File: config.mk
export PLATFORM = sky130hd
export DESIGN_NAME = signed_integer_to_decimal_ascii_flat
export DESIGN_NICKNAME = d
export VERILOG_FILES = /design/src/hw/rtl/sidta_pkg.sv /design/src/hw/rtl/sidta_value_if.sv /design/src/hw/rtl/sidta_char_if.sv /design/src/hw/rtl/signed_integer_to_decimal_ascii.sv /design/src/hw/rtl/sidta_dabble_stage.sv /design/src/hw/rtl/sidta_length_stage.sv /design/src/hw/rtl/sidta_serialiser.sv /design/src/flat_wrapper.sv
export SDC_FILE = /design/constraint.sdc
export NUM_CORES = 1
export LEC_CHECK = 0
export BUFFER_PORTS_ARGS = -buffer_cell sky130_fd_sc_hd__buf_2
export CAP_MARGIN = 5
export CELL_PAD_IN_SITES_DETAIL_PLACEMENT = 0
export CELL_PAD_IN_SITES_GLOBAL_PLACEMENT = 1
export CORE_UTILIZATION = 32
export CTS_CLUSTER_DIAMETER = 40
export DETAILED_ROUTE_END_ITERATION = 16
export HOLD_SLACK_MARGIN = 0.03
export PLACE_DENSITY = 0.59
export REMOVE_ABC_BUFFERS = 1
export SLEW_MARGIN = 20
export SYNTH_ARGS = -nofsm -noshare
export SYNTH_HDL_FRONTEND = slang
export SYNTH_SLANG_ARGS = --single-unit
File: constraint.sdc
create_clock -name clk -period 19.7 [get_ports clk]
set_clock_uncertainty 0.2 [all_clocks]
set_input_delay 1.97 -clock clk [delete_from_list [all_inputs] [get_ports clk]]
set_output_delay 1.97 -clock clk [all_outputs]
set_load 0.03 [all_outputs]
File: src/hw/rtl/sidta_pkg.sv
// shared constants for the signed integer to decimal text converter
package sidta_pkg;

  localparam int CHAR_W    = 8;
  localparam int STEP_BITS = 8;
  localparam int DIGIT_W   = 4;

  localparam logic [CHAR_W-1:0]  ASCII_ZERO  = 8'd48;
  localparam logic [CHAR_W-1:0]  ASCII_NINE  = 8'd57;
  localparam logic [CHAR_W-1:0]  ASCII_MINUS = 8'd45;
  localparam logic [DIGIT_W-1:0] DIGIT_FIVE  = 4'd5;
  localparam logic [DIGIT_W-1:0] DIGIT_THREE = 4'd3;

endpackage

File: src/hw/rtl/sidta_value_if.sv
// request channel carrying one signed value
interface sidta_value_if #(
  parameter int VALUE_WIDTH = 32
);
  logic                          valid;
  logic                          ready;
  logic signed [VALUE_WIDTH-1:0] value;

  modport source (output valid, output value, input ready);
  modport sink   (input valid, input value, output ready);
endinterface

File: src/hw/rtl/sidta_char_if.sv
// request channel carrying one output character
interface sidta_char_if;
  logic                           valid;
  logic                           ready;
  logic [sidta_pkg::CHAR_W-1:0]   char_code;
  logic                           last_char;

  modport source (output valid, output char_code, output last_char, input ready);
  modport sink   (input valid, input char_code, input last_char, output ready);
endinterface

File: src/hw/rtl/signed_integer_to_decimal_ascii.sv
// Signed integer to decimal ASCII text converter. Each accepted value comes out as its
// decimal text, one character per request on char_out, most significant first, with a
// leading '-' for negative values, a single '0' for zero, no leading zeros, and
// last_char set on the final character; the most negative value converts exactly.
// The value passes an input register that forms the magnitude, ceil(VALUE_WIDTH/8)
// shift and add-three stages of eight bits each, and a digit count stage.
// The character serialiser sends one character per cycle while char_out is ready, and a
// number's text has 1 to 11 characters at a width of 32 (up to 20 at 64). The serialiser
// takes the next number in the cycle its last character is taken, so numbers follow with
// no gap.
module signed_integer_to_decimal_ascii #(
  parameter int VALUE_WIDTH = 32
) (
  input  logic               clk,
  input  logic               rst,
  sidta_value_if.sink        value_in,
  sidta_char_if.source       char_out
);

  localparam int STEP       = sidta_pkg::STEP_BITS;
  localparam int NUM_STAGES = (VALUE_WIDTH + STEP - 1) / STEP;
  localparam int PAD_W      = NUM_STAGES * STEP;
  localparam int NUM_DIGITS = ((VALUE_WIDTH * 1233) >> 12) + 1;
  localparam int BCD_W      = NUM_DIGITS * sidta_pkg::DIGIT_W;
  localparam int POS_W      = $clog2(NUM_DIGITS);

  logic                rdy;
  logic                rdy_stage0;
  logic                in_vld;
  logic [PAD_W-1:0]    in_bin;
  logic                in_neg;

  logic [NUM_STAGES:0] vld;
  logic [PAD_W-1:0]    bin [NUM_STAGES+1];
  logic [BCD_W-1:0]    bcd [NUM_STAGES+1];
  logic [NUM_STAGES:0] neg;
  logic [NUM_STAGES:0] down_ready;

  logic [VALUE_WIDTH-1:0] raw;
  logic [VALUE_WIDTH-1:0] mag_next;

  logic             len_valid;
  logic             len_ready;
  logic [BCD_W-1:0] len_bcd;
  logic             len_neg;
  logic [POS_W-1:0] len_top;

  logic             ser_ready;

  assign raw      = value_in.value;
  assign mag_next = raw[VALUE_WIDTH-1] ? (~raw + 1'b1) : raw;

  assign rdy            = !in_vld || rdy_stage0;
  assign value_in.ready = rdy;

  always_ff @(posedge clk) begin
    if (rst) begin
      in_vld <= 1'b0;
    end else if (rdy) begin
      in_vld <= value_in.valid;
    end
  end

  always_ff @(posedge clk) begin
    if (rdy && value_in.valid) begin
      in_bin <= PAD_W'(mag_next);
      in_neg <= raw[VALUE_WIDTH-1];
    end
  end

  assign vld[0] = in_vld;
  assign bin[0] = in_bin;
  assign bcd[0] = '0;
  assign neg[0] = in_neg;

  assign rdy_stage0             = down_ready[0];
  assign down_ready[NUM_STAGES] = len_ready;

  for (genvar k = 0; k < NUM_STAGES; k++) begin : g_dabble
    sidta_dabble_stage #(
      .BIN_W (PAD_W),
      .BCD_W (BCD_W)
    ) u_stage (
      .clk       (clk),
      .rst       (rst),
      .in_valid  (vld[k]),
      .in_ready  (down_ready[k]),
      .in_bin    (bin[k]),
      .in_bcd    (bcd[k]),
      .in_neg    (neg[k]),
      .out_valid (vld[k+1]),
      .out_ready (down_ready[k+1]),
      .out_bin   (bin[k+1]),
      .out_bcd   (bcd[k+1]),
      .out_neg   (neg[k+1])
    );
  end

  sidta_length_stage #(
    .BCD_W (BCD_W),
    .POS_W (POS_W)
  ) u_length (
    .clk       (clk),
    .rst       (rst),
    .in_valid  (vld[NUM_STAGES]),
    .in_ready  (len_ready),
    .in_bcd    (bcd[NUM_STAGES]),
    .in_neg    (neg[NUM_STAGES]),
    .out_valid (len_valid),
    .out_ready (ser_ready),
    .out_bcd   (len_bcd),
    .out_neg   (len_neg),
    .out_top   (len_top)
  );

  sidta_serialiser #(
    .BCD_W (BCD_W),
    .POS_W (POS_W)
  ) u_serialiser (
    .clk       (clk),
    .rst       (rst),
    .in_valid  (len_valid),
    .in_ready  (ser_ready),
    .in_bcd    (len_bcd),
    .in_neg    (len_neg),
    .in_top    (len_top),
    .out_valid (char_out.valid),
    .out_ready (char_out.ready),
    .out_char  (char_out.char_code),
    .out_last  (char_out.last_char)
  );

`ifndef SYNTH
  a_bin_drained: assert property (@(posedge clk) disable iff (rst)
    vld[NUM_STAGES] |-> (bin[NUM_STAGES] == '0))
    else $error("binary bits left after final conversion stage");

  a_minus_not_last: assert property (@(posedge clk) disable iff (rst)
    (char_out.valid && (char_out.char_code == sidta_pkg::ASCII_MINUS)) |-> !char_out.last_char)
    else $error("minus sign flagged as last character");

  a_char_legal: assert property (@(posedge clk) disable iff (rst)
    char_out.valid |-> ((char_out.char_code == sidta_pkg::ASCII_MINUS) ||
                        ((char_out.char_code >= sidta_pkg::ASCII_ZERO) &&
                         (char_out.char_code <= sidta_pkg::ASCII_NINE))))
    else $error("character outside sign and digit codes");

  a_reset_idle: assert property (@(posedge clk)
    rst |=> (!char_out.valid && !vld[0]))
    else $error("pipeline not empty after reset");

  a_input_held: assert property (@(posedge clk) disable iff (rst)
    (vld[0] && !rdy_stage0) |=> vld[0])
    else $error("input stage dropped a stalled request");
`endif

endmodule

File: src/hw/rtl/sidta_dabble_stage.sv
// one pipeline stage of shift and add-three binary to bcd conversion
module sidta_dabble_stage #(
  parameter int BIN_W = 32,
  parameter int BCD_W = 40
) (
  input  logic             clk,
  input  logic             rst,
  input  logic             in_valid,
  output logic             in_ready,
  input  logic [BIN_W-1:0] in_bin,
  input  logic [BCD_W-1:0] in_bcd,
  input  logic             in_neg,
  output logic             out_valid,
  input  logic             out_ready,
  output logic [BIN_W-1:0] out_bin,
  output logic [BCD_W-1:0] out_bcd,
  output logic             out_neg
);

  localparam int NUM_DIGITS = BCD_W / sidta_pkg::DIGIT_W;

  logic [BIN_W-1:0] bin_next;
  logic [BCD_W-1:0] bcd_next;

  always_comb begin
    bin_next = in_bin;
    bcd_next = in_bcd;
    for (int s = 0; s < sidta_pkg::STEP_BITS; s++) begin
      for (int d = 0; d < NUM_DIGITS; d++) begin
        if (bcd_next[d*sidta_pkg::DIGIT_W +: sidta_pkg::DIGIT_W] >= sidta_pkg::DIGIT_FIVE) begin
          bcd_next[d*sidta_pkg::DIGIT_W +: sidta_pkg::DIGIT_W] =
            bcd_next[d*sidta_pkg::DIGIT_W +: sidta_pkg::DIGIT_W] + sidta_pkg::DIGIT_THREE;
        end
      end
      bcd_next = {bcd_next[BCD_W-2:0], bin_next[BIN_W-1]};
      bin_next = {bin_next[BIN_W-2:0], 1'b0};
    end
  end

  assign in_ready = !out_valid || out_ready;

  always_ff @(posedge clk) begin
    if (rst) begin
      out_valid <= 1'b0;
    end else if (in_ready) begin
      out_valid <= in_valid;
    end
  end

  always_ff @(posedge clk) begin
    if (in_ready && in_valid) begin
      out_bin <= bin_next;
      out_bcd <= bcd_next;
      out_neg <= in_neg;
    end
  end

endmodule

File: src/hw/rtl/sidta_length_stage.sv
// pipeline stage finding the most significant non-zero digit
module sidta_length_stage #(
  parameter int BCD_W = 40,
  parameter int POS_W = 4
) (
  input  logic             clk,
  input  logic             rst,
  input  logic             in_valid,
  output logic             in_ready,
  input  logic [BCD_W-1:0] in_bcd,
  input  logic             in_neg,
  output logic             out_valid,
  input  logic             out_ready,
  output logic [BCD_W-1:0] out_bcd,
  output logic             out_neg,
  output logic [POS_W-1:0] out_top
);

  localparam int NUM_DIGITS = BCD_W / sidta_pkg::DIGIT_W;

  logic [POS_W-1:0] top_next;

  // zero keeps top index 0, giving a single '0'
  always_comb begin
    top_next = '0;
    for (int d = 0; d < NUM_DIGITS; d++) begin
      if (in_bcd[d*sidta_pkg::DIGIT_W +: sidta_pkg::DIGIT_W] != '0) begin
        top_next = POS_W'(d);
      end
    end
  end

  assign in_ready = !out_valid || out_ready;

  always_ff @(posedge clk) begin
    if (rst) begin
      out_valid <= 1'b0;
    end else if (in_ready) begin
      out_valid <= in_valid;
    end
  end

  always_ff @(posedge clk) begin
    if (in_ready && in_valid) begin
      out_bcd <= in_bcd;
      out_neg <= in_neg;
      out_top <= top_next;
    end
  end

endmodule

File: src/hw/rtl/sidta_serialiser.sv
// output stage sending the sign and digits one character per cycle while out_ready is high
module sidta_serialiser #(
  parameter int BCD_W = 40,
  parameter int POS_W = 4
) (
  input  logic                         clk,
  input  logic                         rst,
  input  logic                         in_valid,
  output logic                         in_ready,
  input  logic [BCD_W-1:0]             in_bcd,
  input  logic                         in_neg,
  input  logic [POS_W-1:0]             in_top,
  output logic                         out_valid,
  input  logic                         out_ready,
  output logic [sidta_pkg::CHAR_W-1:0] out_char,
  output logic                         out_last
);

  logic [BCD_W-1:0] bcd;
  logic             sign_pending;
  logic [POS_W-1:0] pos;
  logic [sidta_pkg::DIGIT_W-1:0] digit;
  logic             sent;

  assign digit     = bcd[pos*sidta_pkg::DIGIT_W +: sidta_pkg::DIGIT_W];
  assign out_char  = sign_pending ? sidta_pkg::ASCII_MINUS
                                  : sidta_pkg::ASCII_ZERO + sidta_pkg::CHAR_W'(digit);
  assign out_last  = !sign_pending && (pos == '0);
  assign sent      = out_valid && out_ready;
  assign in_ready  = !out_valid || (out_ready && out_last);

  always_ff @(posedge clk) begin
    if (rst) begin
      out_valid    <= 1'b0;
      sign_pending <= 1'b0;
    end else if (in_ready && in_valid) begin
      out_valid    <= 1'b1;
      sign_pending <= in_neg;
    end else if (sent) begin
      if (sign_pending) begin
        sign_pending <= 1'b0;
      end else if (pos == '0) begin
        out_valid <= 1'b0;
      end
    end
  end

  always_ff @(posedge clk) begin
    if (in_ready && in_valid) begin
      bcd <= in_bcd;
      pos <= in_top;
    end else if (sent && !sign_pending && (pos != '0)) begin
      pos <= pos - 1'b1;
    end
  end

endmodule

File: src/flat_wrapper.sv
// flat-port wrapper written by rule: the top's interface ports become plain ports
module signed_integer_to_decimal_ascii_flat 
#(
  parameter int VALUE_WIDTH = 32
)
  (clk, rst, value_in_valid, value_in_value, value_in_ready, char_out_valid, char_out_char_code, char_out_last_char, char_out_ready);
  sidta_value_if #(.VALUE_WIDTH(VALUE_WIDTH)) value_in_i ();
  sidta_char_if char_out_i ();
  input  logic clk;
  input  logic rst;
  input wire logic [$bits(value_in_i.valid)-1:0] value_in_valid;
  input wire logic [$bits(value_in_i.value)-1:0] value_in_value;
  output wire logic [$bits(value_in_i.ready)-1:0] value_in_ready;
  output wire logic [$bits(char_out_i.valid)-1:0] char_out_valid;
  output wire logic [$bits(char_out_i.char_code)-1:0] char_out_char_code;
  output wire logic [$bits(char_out_i.last_char)-1:0] char_out_last_char;
  input wire logic [$bits(char_out_i.ready)-1:0] char_out_ready;
  assign value_in_i.valid = value_in_valid;
  assign value_in_i.value = value_in_value;
  assign value_in_ready = value_in_i.ready;
  assign char_out_valid = char_out_i.valid;
  assign char_out_char_code = char_out_i.char_code;
  assign char_out_last_char = char_out_i.last_char;
  assign char_out_i.ready = char_out_ready;
  signed_integer_to_decimal_ascii #(.VALUE_WIDTH(VALUE_WIDTH)) u_core (.clk(clk), .rst(rst), .value_in(value_in_i), .char_out(char_out_i));
endmodule
==> results.sh <==
export IMPL_io_buffer_count=43
export IMPL_synth_top_cell_area_share=0.290
export IMPL_startpoint_type="flop"
export IMPL_async_reset_ff_frac=0
export IMPL_antenna_cells=0
export IMPL_drtIter0Drc=1135
export IMPL_syn_inst=3290
export IMPL_cts_tree="done"
export IMPL_io_pins=47
export IMPL_rows=109
export IMPL_min_period_ps=7780
export IMPL_drive_gt1_frac=0.128
export IMPL_die_area_sq_um=90500
export IMPL_min_to="u_core.g_dabble[0].u_stage.out_bin[29]"
export IMPL_whs_path_depth=0
export IMPL_clk_pin_slew_worst_paths_ps=50
export IMPL_dpl_worst_slack_ps=11920
export IMPL_antenna_found_initial=0
export IMPL_worstPathMaxFanout=8
export IMPL_cp_required_ps=19800
export IMPL_wire_per_inst_um=13.3
export IMPL_slew_limit_headroom=0.321
export IMPL_reg2reg_setup_slack_ps=11920
export IMPL_overflow=0
export IMPL_grt_start_max_net_pins=46
export IMPL_r2r_end="u_core.g_dabble[3].u_stage.out_bcd[38]"
export IMPL_finalWirelength_mm=59.7
export IMPL_die_w_um=301
export IMPL_drv_slew=0
export IMPL_core_area_sq_um=88400
export IMPL_numCtsBuffers=48
export IMPL_antenna_left=0
export IMPL_ys_warnings_count=0
export IMPL_cts_sink_count=284
export IMPL_start_util=0.323
export IMPL_fp_dieH_um=301
export IMPL_ys_seq_area_frac=0.296
export IMPL_reg2reg_depth=31
export IMPL_cts_setup_buffers=0
export IMPL_grt_pass1_wl_mm=103
export IMPL_cp_end_kind="flop"
export IMPL_period_share=0.395
export IMPL_grt_util_all_layers=0.130
export IMPL_fmax_ghz=0.129
export IMPL_hold_viol=0
export IMPL_hp_start="u_core.in_bin[21]"
export IMPL_max_stage_delay_ps=480
export IMPL_register_area_sq_um=8450
export IMPL_yosys_cell_count_top_type="nand2_1"
export IMPL_critPathMostFrequentCell="ha_1"
export IMPL_worstPathArrival_ps=7880
export IMPL_synth_area_leaders="edfxtp_1 29%, ha_1 6.2%, a21oi_1 4.5%"
export IMPL_cts_root_buf="clkbuf_16"
export IMPL_crit_type="flop to flop"
export IMPL_drtPass1Iterations=5
export IMPL_first_global_vias=21800
export IMPL_worstMarginPinSlew_ps=1010
export IMPL_hpwl_mm=45.4
export IMPL_critical_path_buf_inv_count=4
export IMPL_rsz0062_at_grt="no"
export IMPL_cpMaxStageDelayCell="o21ai_0"
export IMPL_setup_tns_ps=0
export IMPL_fill_cells=9106
export IMPL_clockBufferDepth=3
export IMPL_routabilityCongestion=0.760
export IMPL_cts_repair_resized=0
export IMPL_finalNetCount=3481
export IMPL_syn_to_final_growth_pct=10.9
export IMPL_avgSynthCellArea_sq_um=8.69
export IMPL_max_cap_violations=0
export IMPL_finish_instance_area_sq_um=31700
export IMPL_synth_cell_types=139
export IMPL_min_path_type="flop to flop"
export IMPL_yosys_area_top_type="edfxtp_1"
export IMPL_worst_slack_ps=11920
export IMPL_synth_seq_cells=284
export IMPL_drc=0
export IMPL_placed_area_sq_um=30000
export IMPL_multiInputGateArea_sq_um=19000
export IMPL_status="finished clean"
export IMPL_synth_commonest_cells="284 x nand2_1, 282 x nor2_1, 276 x edfxtp_1, 255 x a21oi_1, 211 x o21ai_0"
export IMPL_fin_util=0.359
export IMPL_path_delay_family="compound AO/OA/AOI/OAI gates"
export IMPL_postCtsHoldBufs=0
export IMPL_synth_edff_count=276
export IMPL_vias=23600
export IMPL_clock_latency_ps=580
export IMPL_setup_violations=0
export IMPL_worstReg2RegStart="u_core.g_dabble[2].u_stage.out_bcd[28]"
export IMPL_viasPerCell=5.24
export IMPL_path_depth=31
export IMPL_synth_top_flop_cell="edfxtp_1"
export IMPL_syn_cell_area_sq_um=28600
export IMPL_cts_max_level=2
-- cell type report --
cell class                      count  share of cell area
Clock inverter                     33              0.0129
Tap cell                         1165              0.0460
Timing Repair Buffer               57              0.0101
Sequential cell                   284               0.266
Multi-Input combinational cell   2708               0.600
Clock buffer                       57              0.0403
Inverter                          205              0.0243
-- state kept, by name (all words and copies together), names as in the netlist, 4 cells and up --
name	cells
u_core.g_dabble.u_stage.out_valid	4
u_core.in_bin	32
u_core.u_length.out_bcd	40
u_core.u_serialiser.bcd	40
u_core.g_dabble.u_stage.out_bcd	102
u_core.u_serialiser.pos	4
u_core.u_length.out_top	4
u_core.g_dabble.u_stage.out_neg	4
u_core.g_dabble.u_stage.out_bin	48
-- kinds of logic (layout without fill, tap and decap cells) --
logic type	Yosys count	after routing	share of synthesized area
AO/OA/AOI/OAI	1161	1161	0.286
AND/OR/NAND/NOR	1052	1052	0.181
buffers and inverters	299	352	0.0410
flip-flops	284	284	0.296
multiplexers	186	186	0.0749
XOR/XNOR	159	159	0.0576
adder cells (fa/ha/maj)	147	147	0.0638
other	2	3	0.000263
-- layout by cell type, fill, tap and decap left out, types with 61 or more instances in the layout --
master	synthesis	layout
nand2b_1	65	65
mux2i_1	98	98
inv_1	183	183
mux2_2	61	61
nand2_1	284	284
o21ai_0	211	211
nor3_1	75	75
ha_1	141	141
a21oi_1	255	255
nand3_1	62	62
nor2_1	282	282
edfxtp_1	276	276
xnor2_1	108	108
-- worst max-delay path by stage --
stage / start / endpoint / slack (ps)
6_report: u_core.g_dabble[2].u_stage.out_bcd[28] / u_core.g_dabble[3].u_stage.out_bcd[38] / 11920
5_1_grt: u_core.g_dabble[2].u_stage.out_bcd[29] / u_core.g_dabble[3].u_stage.out_bcd[38] / 11000
4_1_cts: u_core.g_dabble[0].u_stage.out_bcd[0] / u_core.g_dabble[1].u_stage.out_bcd[14] / 11900
3_5_place_dp: u_core.g_dabble[2].u_stage.out_bcd[28] / u_core.g_dabble[3].u_stage.out_bcd[38] / 11920
3_3_place_gp: u_core.g_dabble[2].u_stage.out_bcd[28] / u_core.g_dabble[3].u_stage.out_bcd[38] / 11960
2_1_floorplan: u_core.g_dabble[0].u_stage.out_bcd[0] / u_core.g_dabble[1].u_stage.out_bcd[11] / 12710
-- per-layer routing --
layer	GRT usage	routed length (um)
met5	0	0
met3	0.0186	1610
met2	0.216	27300
met1	0.177	29900
met4	0.0283	881
-- stage by stage --
| stage | hold slack, ps | instances |
|---|---|---|
| floorplan | 200 | 3197 |
| global placement | 200 | 4419 |
| detailed placement | 205 | 4419 |
| CTS | 212 | 4509 |
| global route | 213 | 4509 |
| finish | 210 | 4509 |
Power is left out: the tool's default activity adds up to more than one toggle a clock period on the data nets, which glitch-free logic cannot reach.
